`config.mk`:
```
export PLATFORM = sky130hd
export DESIGN_NAME = periodic_window_gather_address
export DESIGN_NICKNAME = d
export VERILOG_FILES = /design/src/pwga_pkg.sv /design/src/periodic_window_gather_address.sv
export SDC_FILE = /design/constraint.sdc
export NUM_CORES = 2
export LEC_CHECK = 0
export BUFFER_PORTS_ARGS = -buffer_cell sky130_fd_sc_hd__buf_2
export CAP_MARGIN = 0
export CELL_PAD_IN_SITES_DETAIL_PLACEMENT = 1
export CELL_PAD_IN_SITES_GLOBAL_PLACEMENT = 1
export CORE_MARGIN = 3
export CORE_UTILIZATION = 51
export DETAILED_ROUTE_END_ITERATION = 8
export PLACE_DENSITY_LB_ADDON = 0.1
export SYNTH_ARGS = -nofsm -noshare
export SYNTH_HDL_FRONTEND = slang
export SYNTH_SLANG_ARGS = --single-unit
export TNS_END_PERCENT = 20
```
`constraint.sdc`:
```
create_clock -name clk_i -period 6.4 [get_ports clk_i]
set_input_delay 0.32 -clock clk_i [delete_from_list [all_inputs] [get_ports clk_i]]
set_output_delay 0.32 -clock clk_i [all_outputs]
set_load 0.02 [all_outputs]
```
`src/pwga_pkg.sv`:
```
// ----------------------------------------------------------------------------
// pwga_pkg: shared widths, register codes and helpers
// Constants and functions used by the gather address pipeline and its checker.
// ----------------------------------------------------------------------------
package pwga_pkg;

  localparam int unsigned COORD_W   = 10;  // destination and source coordinate
  localparam int unsigned DIM_W     = 11;  // grid dimension register
  localparam int unsigned SHIFT_W   = 11;  // signed window shift register
  localparam int unsigned IDX_W     = 30;  // linear source index
  localparam int unsigned POS_W     = 14;  // signed pre-wrap position
  localparam int unsigned DXDY_W    = 2 * DIM_W;
  localparam int unsigned CFG_IDX_W = 3;
  localparam int unsigned CFG_DAT_W = 11;
  localparam int unsigned MAX_DIM   = 1024;

  typedef enum logic [CFG_IDX_W-1:0] {
    REG_DIM_X       = 3'd0,
    REG_DIM_Y       = 3'd1,
    REG_DIM_Z       = 3'd2,
    REG_SHIFT_X     = 3'd3,
    REG_SHIFT_Y     = 3'd4,
    REG_SHIFT_Z     = 3'd5,
    REG_DUAL_STRIDE = 3'd6
  } cfg_reg_e;

  // Clamp a dimension register into [1, MAX_DIM].
  function automatic logic [DIM_W-1:0] eff_dim(input logic [DIM_W-1:0] d);
    logic [DIM_W-1:0] r;
    if (d == '0) begin
      r = DIM_W'(1);
    end else if (32'(d) > MAX_DIM) begin
      r = DIM_W'(MAX_DIM);
    end else begin
      r = d;
    end
    return r;
  endfunction

endpackage

```
`src/periodic_window_gather_address.sv`:
```
// Four register stages lie between input accept and result valid.
// Throughput: one item per cycle; stages advance whenever the next stage
// is empty or moving, so a stall on the output backs up without loss.
// Stages: pre-wrap position, range check and wrap, multiplies, index sum.
// Reset clears all stage valid bits and sets the registers to dims 1,
// shifts 0, stride one.
// ----------------------------------------------------------------------------
// periodic_window_gather_address
// Maps a destination window coordinate to a wrapped periodic source
// coordinate and its linear source index, one item per cycle while the output is not stalled.
// ----------------------------------------------------------------------------
module periodic_window_gather_address (
  input  logic                            clk_i,
  input  logic                            rst_ni,
  // configuration write
  input  logic                            cfg_valid_i,
  output logic                            cfg_ready_o,
  input  logic [pwga_pkg::CFG_IDX_W-1:0]  cfg_index_i,
  input  logic [pwga_pkg::CFG_DAT_W-1:0]  cfg_data_i,
  // input items
  input  logic                            in_valid_i,
  output logic                            in_stall_o,
  input  logic [pwga_pkg::COORD_W-1:0]    dst_x_i,
  input  logic [pwga_pkg::COORD_W-1:0]    dst_y_i,
  input  logic [pwga_pkg::COORD_W-1:0]    dst_z_i,
  // result items
  output logic                            out_valid_o,
  input  logic                            out_stall_i,
  output logic [pwga_pkg::COORD_W-1:0]    src_x_o,
  output logic [pwga_pkg::COORD_W-1:0]    src_y_o,
  output logic [pwga_pkg::COORD_W-1:0]    src_z_o,
  output logic [pwga_pkg::IDX_W-1:0]      src_index_o,
  output logic                            out_of_range_o
);

  localparam int unsigned CW = pwga_pkg::COORD_W;
  localparam int unsigned DW = pwga_pkg::DIM_W;
  localparam int unsigned SW = pwga_pkg::SHIFT_W;
  localparam int unsigned PW = pwga_pkg::POS_W;
  localparam int unsigned IW = pwga_pkg::IDX_W;
  localparam int unsigned MW = pwga_pkg::DXDY_W;

  // --------------------------------------------------------------------------
  // Configuration registers
  // --------------------------------------------------------------------------
  logic [DW-1:0] dim_x_q, dim_y_q, dim_z_q;
  logic [SW-1:0] shift_x_q, shift_y_q, shift_z_q;
  logic          dual_q;

  assign cfg_ready_o = 1'b1;

  always_ff @(posedge clk_i or negedge rst_ni) begin
    if (!rst_ni) begin
      dim_x_q   <= DW'(1);
      dim_y_q   <= DW'(1);
      dim_z_q   <= DW'(1);
      shift_x_q <= '0;
      shift_y_q <= '0;
      shift_z_q <= '0;
      dual_q    <= 1'b0;
    end else if (cfg_valid_i && cfg_ready_o) begin
      case (cfg_index_i)
        pwga_pkg::REG_DIM_X:       dim_x_q   <= cfg_data_i[DW-1:0];
        pwga_pkg::REG_DIM_Y:       dim_y_q   <= cfg_data_i[DW-1:0];
        pwga_pkg::REG_DIM_Z:       dim_z_q   <= cfg_data_i[DW-1:0];
        pwga_pkg::REG_SHIFT_X:     shift_x_q <= cfg_data_i[SW-1:0];
        pwga_pkg::REG_SHIFT_Y:     shift_y_q <= cfg_data_i[SW-1:0];
        pwga_pkg::REG_SHIFT_Z:     shift_z_q <= cfg_data_i[SW-1:0];
        pwga_pkg::REG_DUAL_STRIDE: dual_q    <= cfg_data_i[0];
        default: ;
      endcase
    end
  end

  logic [DW-1:0] dx, dy, dz;
  assign dx = pwga_pkg::eff_dim(dim_x_q);
  assign dy = pwga_pkg::eff_dim(dim_y_q);
  assign dz = pwga_pkg::eff_dim(dim_z_q);

  // --------------------------------------------------------------------------
  // Stage flow control
  // --------------------------------------------------------------------------
  logic v1_q, v2_q, v3_q, v4_q;
  logic en1, en2, en3, en4;

  assign en4        = !v4_q || !out_stall_i;
  assign en3        = !v3_q || en4;
  assign en2        = !v2_q || en3;
  assign en1        = !v1_q || en2;
  assign in_stall_o = !en1;

  always_ff @(posedge clk_i or negedge rst_ni) begin
    if (!rst_ni) begin
      v1_q <= 1'b0;
      v2_q <= 1'b0;
      v3_q <= 1'b0;
      v4_q <= 1'b0;
    end else begin
      if (en1) v1_q <= in_valid_i;
      if (en2) v2_q <= v1_q;
      if (en3) v3_q <= v2_q;
      if (en4) v4_q <= v3_q;
    end
  end

  // --------------------------------------------------------------------------
  // Stage 1: pre-wrap position stride*dst + shift, and dx*dy
  // --------------------------------------------------------------------------
  logic signed [PW-1:0] px_d, py_d, pz_d;
  logic signed [PW-1:0] px_q, py_q, pz_q;
  logic [MW-1:0]        dxdy_d, dxdy_q, dxdy2_q;

  function automatic logic signed [PW-1:0] pre_wrap(input logic [CW-1:0] c,
                                                    input logic [SW-1:0] s,
                                                    input logic          dual);
    logic        [CW:0]   sc;
    logic signed [PW-1:0] a;
    logic signed [PW-1:0] b;
    sc = dual ? {c, 1'b0} : {1'b0, c};
    a  = {{(PW-CW-1){1'b0}}, sc};
    b  = {{(PW-SW){s[SW-1]}}, s};
    return a + b;
  endfunction

  assign px_d   = pre_wrap(dst_x_i, shift_x_q, dual_q);
  assign py_d   = pre_wrap(dst_y_i, shift_y_q, dual_q);
  assign pz_d   = pre_wrap(dst_z_i, shift_z_q, dual_q);
  assign dxdy_d = dx * dy;

  always_ff @(posedge clk_i) begin
    if (en1 && in_valid_i) begin
      px_q   <= px_d;
      py_q   <= py_d;
      pz_q   <= pz_d;
      dxdy_q <= dxdy_d;
    end
  end

  // --------------------------------------------------------------------------
  // Stage 2: range check and wrap into [0, dim)
  // --------------------------------------------------------------------------
  function automatic logic in_range(input logic signed [PW-1:0] p,
                                    input logic [DW-1:0]        d);
    logic signed [PW-1:0] ds;
    ds = {{(PW-DW){1'b0}}, d};
    return (p >= -ds) && (p < (ds <<< 1));
  endfunction

  function automatic logic [CW-1:0] wrap(input logic signed [PW-1:0] p,
                                         input logic [DW-1:0]        d);
    logic signed [PW-1:0] ds;
    logic signed [PW-1:0] r;
    ds = {{(PW-DW){1'b0}}, d};
    if (p < 0) begin
      r = p + ds;
    end else if (p >= ds) begin
      r = p - ds;
    end else begin
      r = p;
    end
    return r[CW-1:0];
  endfunction

  logic          oor_d;
  logic [CW-1:0] x2_q, y2_q, z2_q;
  logic          oor2_q;

  assign oor_d = !(in_range(px_q, dx) && in_range(py_q, dy) && in_range(pz_q, dz));

  always_ff @(posedge clk_i) begin
    if (en2 && v1_q) begin
      // zero the coordinates of an out-of-range item so the index sums to 0
      x2_q    <= oor_d ? '0 : wrap(px_q, dx);
      y2_q    <= oor_d ? '0 : wrap(py_q, dy);
      z2_q    <= oor_d ? '0 : wrap(pz_q, dz);
      oor2_q  <= oor_d;
      dxdy2_q <= dxdy_q;
    end
  end

  // --------------------------------------------------------------------------
  // Stage 3: y*dx and z*dx*dy
  // --------------------------------------------------------------------------
  logic [CW+DW-1:0] ydx_d, ydx_q;
  logic [CW+MW-1:0] zdd_d;
  logic [IW-1:0]    zdd_q;
  logic [CW-1:0]    x3_q, y3_q, z3_q;
  logic             oor3_q;

  assign ydx_d = y2_q * dx;
  assign zdd_d = z2_q * dxdy2_q;

  always_ff @(posedge clk_i) begin
    if (en3 && v2_q) begin
      ydx_q  <= ydx_d;
      zdd_q  <= zdd_d[IW-1:0];
      x3_q   <= x2_q;
      y3_q   <= y2_q;
      z3_q   <= z2_q;
      oor3_q <= oor2_q;
    end
  end

  // --------------------------------------------------------------------------
  // Stage 4: index sum, output register
  // --------------------------------------------------------------------------
  logic [IW-1:0] idx_d;
  logic [IW-1:0] idx_q;
  logic [CW-1:0] x4_q, y4_q, z4_q;
  logic          oor4_q;

  assign idx_d = IW'(x3_q) + IW'(ydx_q) + zdd_q;

  always_ff @(posedge clk_i) begin
    if (en4 && v3_q) begin
      idx_q  <= idx_d;
      x4_q   <= x3_q;
      y4_q   <= y3_q;
      z4_q   <= z3_q;
      oor4_q <= oor3_q;
    end
  end

  assign out_valid_o    = v4_q;
  assign src_x_o        = x4_q;
  assign src_y_o        = y4_q;
  assign src_z_o        = z4_q;
  assign src_index_o    = idx_q;
  assign out_of_range_o = oor4_q;

endmodule

```
# ---- After elaboration in Yosys (flattened, before gate mapping)
# Cells that the tools add are included.
# W data, S select, Z words.
dict set report word_totals {
  register_bits 328
  input_bits 49
  out_inout_bits 64
  elab_cells 115
}
dict set report op_classes {
  n_addsub 14
  mul 3
  n_lt_le_gt_ge 15
  n_eq_ne 6
  mux 15
  n_reduce_logical 31
}
# cell n
set op_table {}
lappend op_table {{$mux W11} 9}
lappend op_table {{$mux W10} 6}
lappend op_table {{$ge A13 B14 Y1} 3}
lappend op_table {{$neg A11 Y14} 3}
lappend op_table {{$add A12 B11 Y13} 3}
lappend op_table {{$ge A13 B12 Y1} 3}
lappend op_table {{$lt A13 B1 Y1 const B} 3}
lappend op_table {{$lt A13 B13 Y1} 3}
lappend op_table {{$gt A11 B11 Y1 const B} 3}
lappend op_table {{$logic_not A11 Y1} 3}
lappend op_table {{$add A10 B10 Y10} 3}
lappend op_table {{$add A22 B30 Y30} 1}
lappend op_table {{$mul A10 B22 Y30} 1}
lappend op_table {{$sub A10 B10 Y10} 3}
lappend op_table {{$add A10 B21 Y22} 1}
lappend op_table {{$mul A11 B11 Y22} 1}
lappend op_table {{$mul A10 B11 Y21} 1}
lappend op_table {{$reduce_and A2 Y1} 7}
lappend op_table {{$eq A3 B3 Y1 const B} 3}
lappend op_table {{$logic_and A1 B1 Y1} 9}
lappend op_table {{$logic_not A1 Y1} 7}
lappend op_table {{$eq A3 B2 Y1 const B} 2}
lappend op_table {{$logic_or A1 B1 Y1} 4}
lappend op_table {{$eq A3 B1 Y1 const B} 1}
lappend op_table {{$logic_not A3 Y1} 1}

# ---- Longest topological paths before layout
dict set report depth {
  depth_word 9
  depth_mapped 24
  ltp_nobuf 23
}

# ---- Worst setup path after synthesis
# OpenSTA, ideal clock, no wires.
dict set report synth_timing {
  kind {register to register}
  from {register dim_x_q[10]}
  to {register dxdy_q[21] (data pin)}
  setup_time_ns 0.261
  arrival_time_ns 5.582
  setup_slack_ns 0.557
  stages_incl_launch_ff 23
  n_path_buf 3
  period_less_slack_ns 5.843
  cell_sequence {dfrtp_1 clkbuf_1 nor2b_1 clkbuf_1 buf_1 nand2_1 fa_1 fa_1 fa_1 inv_1 fa_1 inv_1 fa_1 inv_1 ha_1 a21o_1 or3_1 o211ai_1 a21oi_1 o21a_1 a21oi_1 o21ai_0 xnor2_1}
}
dict set report synth_via {
  elab_chain_cells 4
}
# element line_no
set synth_rtl {}
lappend synth_rtl {{from (decl)} periodic_window_gather_address.sv:46} ;# logic [DW-1:0] dim_x_q, dim_y_q, dim_z_q;
lappend synth_rtl {{from (signal assigned)} periodic_window_gather_address.sv:63} ;# pwga_pkg::REG_DIM_X: dim_x_q <= cfg_data_i[DW-1:0];
lappend synth_rtl {{$gt A11 B11 Y1} pwga_pkg.sv:32} ;# end else if (32'(d) > MAX_DIM) begin
lappend synth_rtl {{$mux W11} pwga_pkg.sv:32}
lappend synth_rtl {{$mux W11 (*)} pwga_pkg.sv:30} ;# if (d == '0) begin
lappend synth_rtl {{$mul A11 B11 Y22 (*)} periodic_window_gather_address.sv:128} ;# assign dxdy_d = dx * dy;
lappend synth_rtl {{via dxdy_d[21]} periodic_window_gather_address.sv:111} ;# logic [MW-1:0] dxdy_d, dxdy_q, dxdy2_q;
lappend synth_rtl {{to (signal assigned)} periodic_window_gather_address.sv:135} ;# dxdy_q <= dxdy_d;
lappend synth_rtl {{to (decl)} periodic_window_gather_address.sv:111}
# The timed path passes the listed nets; every way through them passes the cells marked *.
# A chain may end at the register's enable or synchronous reset.

# ---- Worst setup path in the final report
dict set report layout_timing {
  from {register dim_y_q[10]}
  to {register dxdy_q[21] (data pin)}
}
dict set report layout_via {
  elab_chain_cells 4
}
# element line_no
set layout_rtl {}
lappend layout_rtl {{from (decl)} periodic_window_gather_address.sv:46}
lappend layout_rtl {{from (signal assigned)} periodic_window_gather_address.sv:64} ;# pwga_pkg::REG_DIM_Y: dim_y_q <= cfg_data_i[DW-1:0];
lappend layout_rtl {{$gt A11 B11 Y1} pwga_pkg.sv:32}
lappend layout_rtl {{$mux W11} pwga_pkg.sv:32}
lappend layout_rtl {{$mux W11 (*)} pwga_pkg.sv:30}
lappend layout_rtl {{$mul A11 B11 Y22 (*)} periodic_window_gather_address.sv:128}
lappend layout_rtl {{via dxdy_d[21]} periodic_window_gather_address.sv:111}
# Marks and branches as above.

==> impl_metrics.ini <==
[synthesis]
syn_area_per_cell_sq_um = 10.1
synth_mux_area_share_pct = 3.49
synth-xor-area-share_pct = 3.71
synthAdderAreaFrac_pct = 33.8
synth_seq_cells = 328
synth_cell_type_count = 81
synthCells = 3298
synth-compound-area-share_pct = 10.4
synth-simple-area-share_pct = 14.1
async_reset_ff_share_pct = 21.6
yosys_warnings = 0
synth_seq_area_share_pct = 28.5
synth_top_family_by_area = adder cells
synth_ff_type = edfxtp_1
netlist_area_sq_um = 33300
synth_edf_count = 257

[floorplanning]
fp.dieH_microns = 262
placementRows = 93
initial_core_util_pct = 51.6
die_area_sq_um = 68400
io_pins = 113
coreArea_sq_um = 64600
die_w_microns = 262

[clocking]
htreeDepth = 2
clk_latency_ns = 0.60
cts_buffer_depth = 3
cts-root-buf = clkbuf_16
cts_sinks = 328
cts_tree = yes
cts_made_buffers = 40
clk_pin_slew_ns = 0.06

[sta]
finalCritPeriodShare_pct = 95.4
tns_ns = 0
worstMarginPinSlew_ns = 1.14
hold_viol_final = 0
relSlewSlack_pct = 23.1
min_period_ns = 6.10
whs_ns = 0.0922
setup-violations-final = 0
rsz0062_at_grt = false
slew_viol_final = 0
skew_ns = 0.0380
max_freq_ghz = 0.164

[layout]
syn2layout_area_growth_pct = 9.05
drive_above_1_share_pct = 10.6
final_cell_mix = 401 x inv_1, 376 x ha_1, 347 x nand2_1, 327 x fa_1, 257 x edfxtp_1
diodes = 0
fin_nets = 4152
final_common_cell = inv_1
fin_area_sq_um = 36300

[route]
wl_per_cell_microns = 22.0
initialDrtViolationCount = 1364
vias = 24700
final_antenna_net_count = 0
drt_wl_total_microns = 94300
drt_first_pass_iters = 5
drc = 0
vias_per_cell = 5.75

[setup_path]
slowest_stage = fa_1
critPathMaxStageDelay_ns = 0.55
worstPathMaxFanout = 17
crit_chain = clkinv_1, buf_4, nand2_1, inv_1, nand2_1, fa_1, fa_1, fa_1, inv_1, fa_1, inv_1, fa_1, inv_1, ha_1, a21o_1, or3_1, o211ai_1, a21oi_1, o21a_1, a21oi_1, o21ai_0, xnor2_1
critPathArrivalTime_ns = 6.43
cp-start-kind = flop
crit_path_frequent_cell = fa_1
cp-end-kind = flop
timing.setup.critical_path_class = flop to flop
worst-endpoint-required_ns = 6.72

[global_route]
grt-ovfl-total = 0
grt_use_total_pct = 28.0
grt_pass1_wl_microns = 150000
grt_max_degree = 65
grt_pass1_vias = 27500
antenna_found_initial = 1

[job]
cap_viol_max_count = 0

[hold_path]
hp-class = input port to flop

[status]
status = complete, no violations

[place]
dpl.hpwl_microns = 75400
gp_congestion = 0.916
place_area_sq_um = 35000
port_buffers = 111
-- critical path: cells and delay by family (launching register included) --
kind                     cells  cell delay [ns]
adder cells (fa/ha/maj)      6             2.77
AO/OA/AOI/OAI                6             1.14
buffers and inverters        6             0.69
AND/OR/NAND/NOR              3             0.57
flip-flops                   1             0.51
XOR/XNOR                     1             0.14
-- path summary, 6_finish.rpt --
check | startpoint | to | slack (ns) | depth (start not counted)
setup / recovery | dim_y_q[10] | dxdy_q[21] | 0.30 | 22
hold / removal | cfg_data_i[0] | dim_z_q[0] | 0.09 | 3
setup reg to reg | dim_y_q[10] | dxdy_q[21] | 0.30 | 22
hold reg to reg | x2_q[7] | x3_q[7] | 0.39 | 0
max in group asynchronous | rst_ni | dim_y_q[10] | 5.13 | 3
min in group asynchronous | rst_ni | out_valid_o | 0.10 | 2
-- cell families after synthesis --
| kind of cell | count (synthesis) |
|---|---|
| XOR/XNOR | 141 |
| multiplexers | 105 |
| buffers and inverters | 535 |
| AND/OR/NAND/NOR | 977 |
| flip-flops | 328 |
| adder cells (fa/ha/maj) | 703 |
| AO/OA/AOI/OAI | 507 |
| other | 2 |
-- synth_stat cells, drive strengths merged, types with 67 or more instances --
cell type | instances | area share (%)
edfxtp | 257 | 23
nand2 | 347 | 3.9
dfrtp | 68 | 5.1
a21o | 67 | 1.5
xnor2 | 116 | 3.0
nor2 | 201 | 2.3
inv | 406 | 4.6
ha | 376 | 14
a21oi | 133 | 2.0
fa | 327 | 20
and2 | 152 | 2.9
clkbuf | 110 | 1.2
o21ai | 80 | 1.2
mux2 | 90 | 3.0
-- layer usage --
metal / up-vias / part of all wire [%] / GRT usage (%)
met1: 12600 / 42 / 35.1
li1: 11300 / - / -
met2: 575 / 50 / 49.6
met5: - / 0 / 0
met3: 164 / 4.3 / 3.48
met4: 0 / 4.0 / 10.5
-- layout make-up --
| cell class | count | area [sq um] |
|---|---|---|
| clock buffers | 48 | 1040 |
| clock inverters | 26 | 270 |
| fillers | 7120 | 28200 |
| inverters | 417 | 1570 |
| multi-input cells | 2440 | 21800 |
| flip-flops and latches | 328 | 9500 |
| well taps | 855 | 1070 |
| repair buffers | 173 | 1050 |
-- through the flow --
stage / std cells / setup WS [ns] / utilization [%]
floorplan: 3303 / 0.557 / -
global placement: 4209 / 0.396 / 54.2
detailed placement: 4209 / 0.227 / 54.2
CTS: 4286 / 0.221 / 56.2
global route: 4287 / 0.0153 / 56.3
finish: 4287 / 0.295 / 56.3
-- sequential cells by signal (all words and copies together), names as in the netlist, 11 cells and up --
name         flops
dim_x_q         11
dim_y_q         11
dim_z_q         11
dxdy2_q         22
dxdy_q          22
px_q            13
py_q            13
pz_q            13
shift_x_q       11
shift_y_q       11
shift_z_q       11
src_index_o     30
ydx_q           21
zdd_q           30
-- what timing repair did --
item,4_1_cts,5_1_grt
gates resized for setup,0,3
endpoints found under the setup margin,0,2
setup buffers,0,1
hold buffers,3,0
endpoints found under the hold margin,9,0
Power is left out: the tool's default activity adds up to more than one toggle a clock period on the data nets, which glitch-free logic cannot reach.
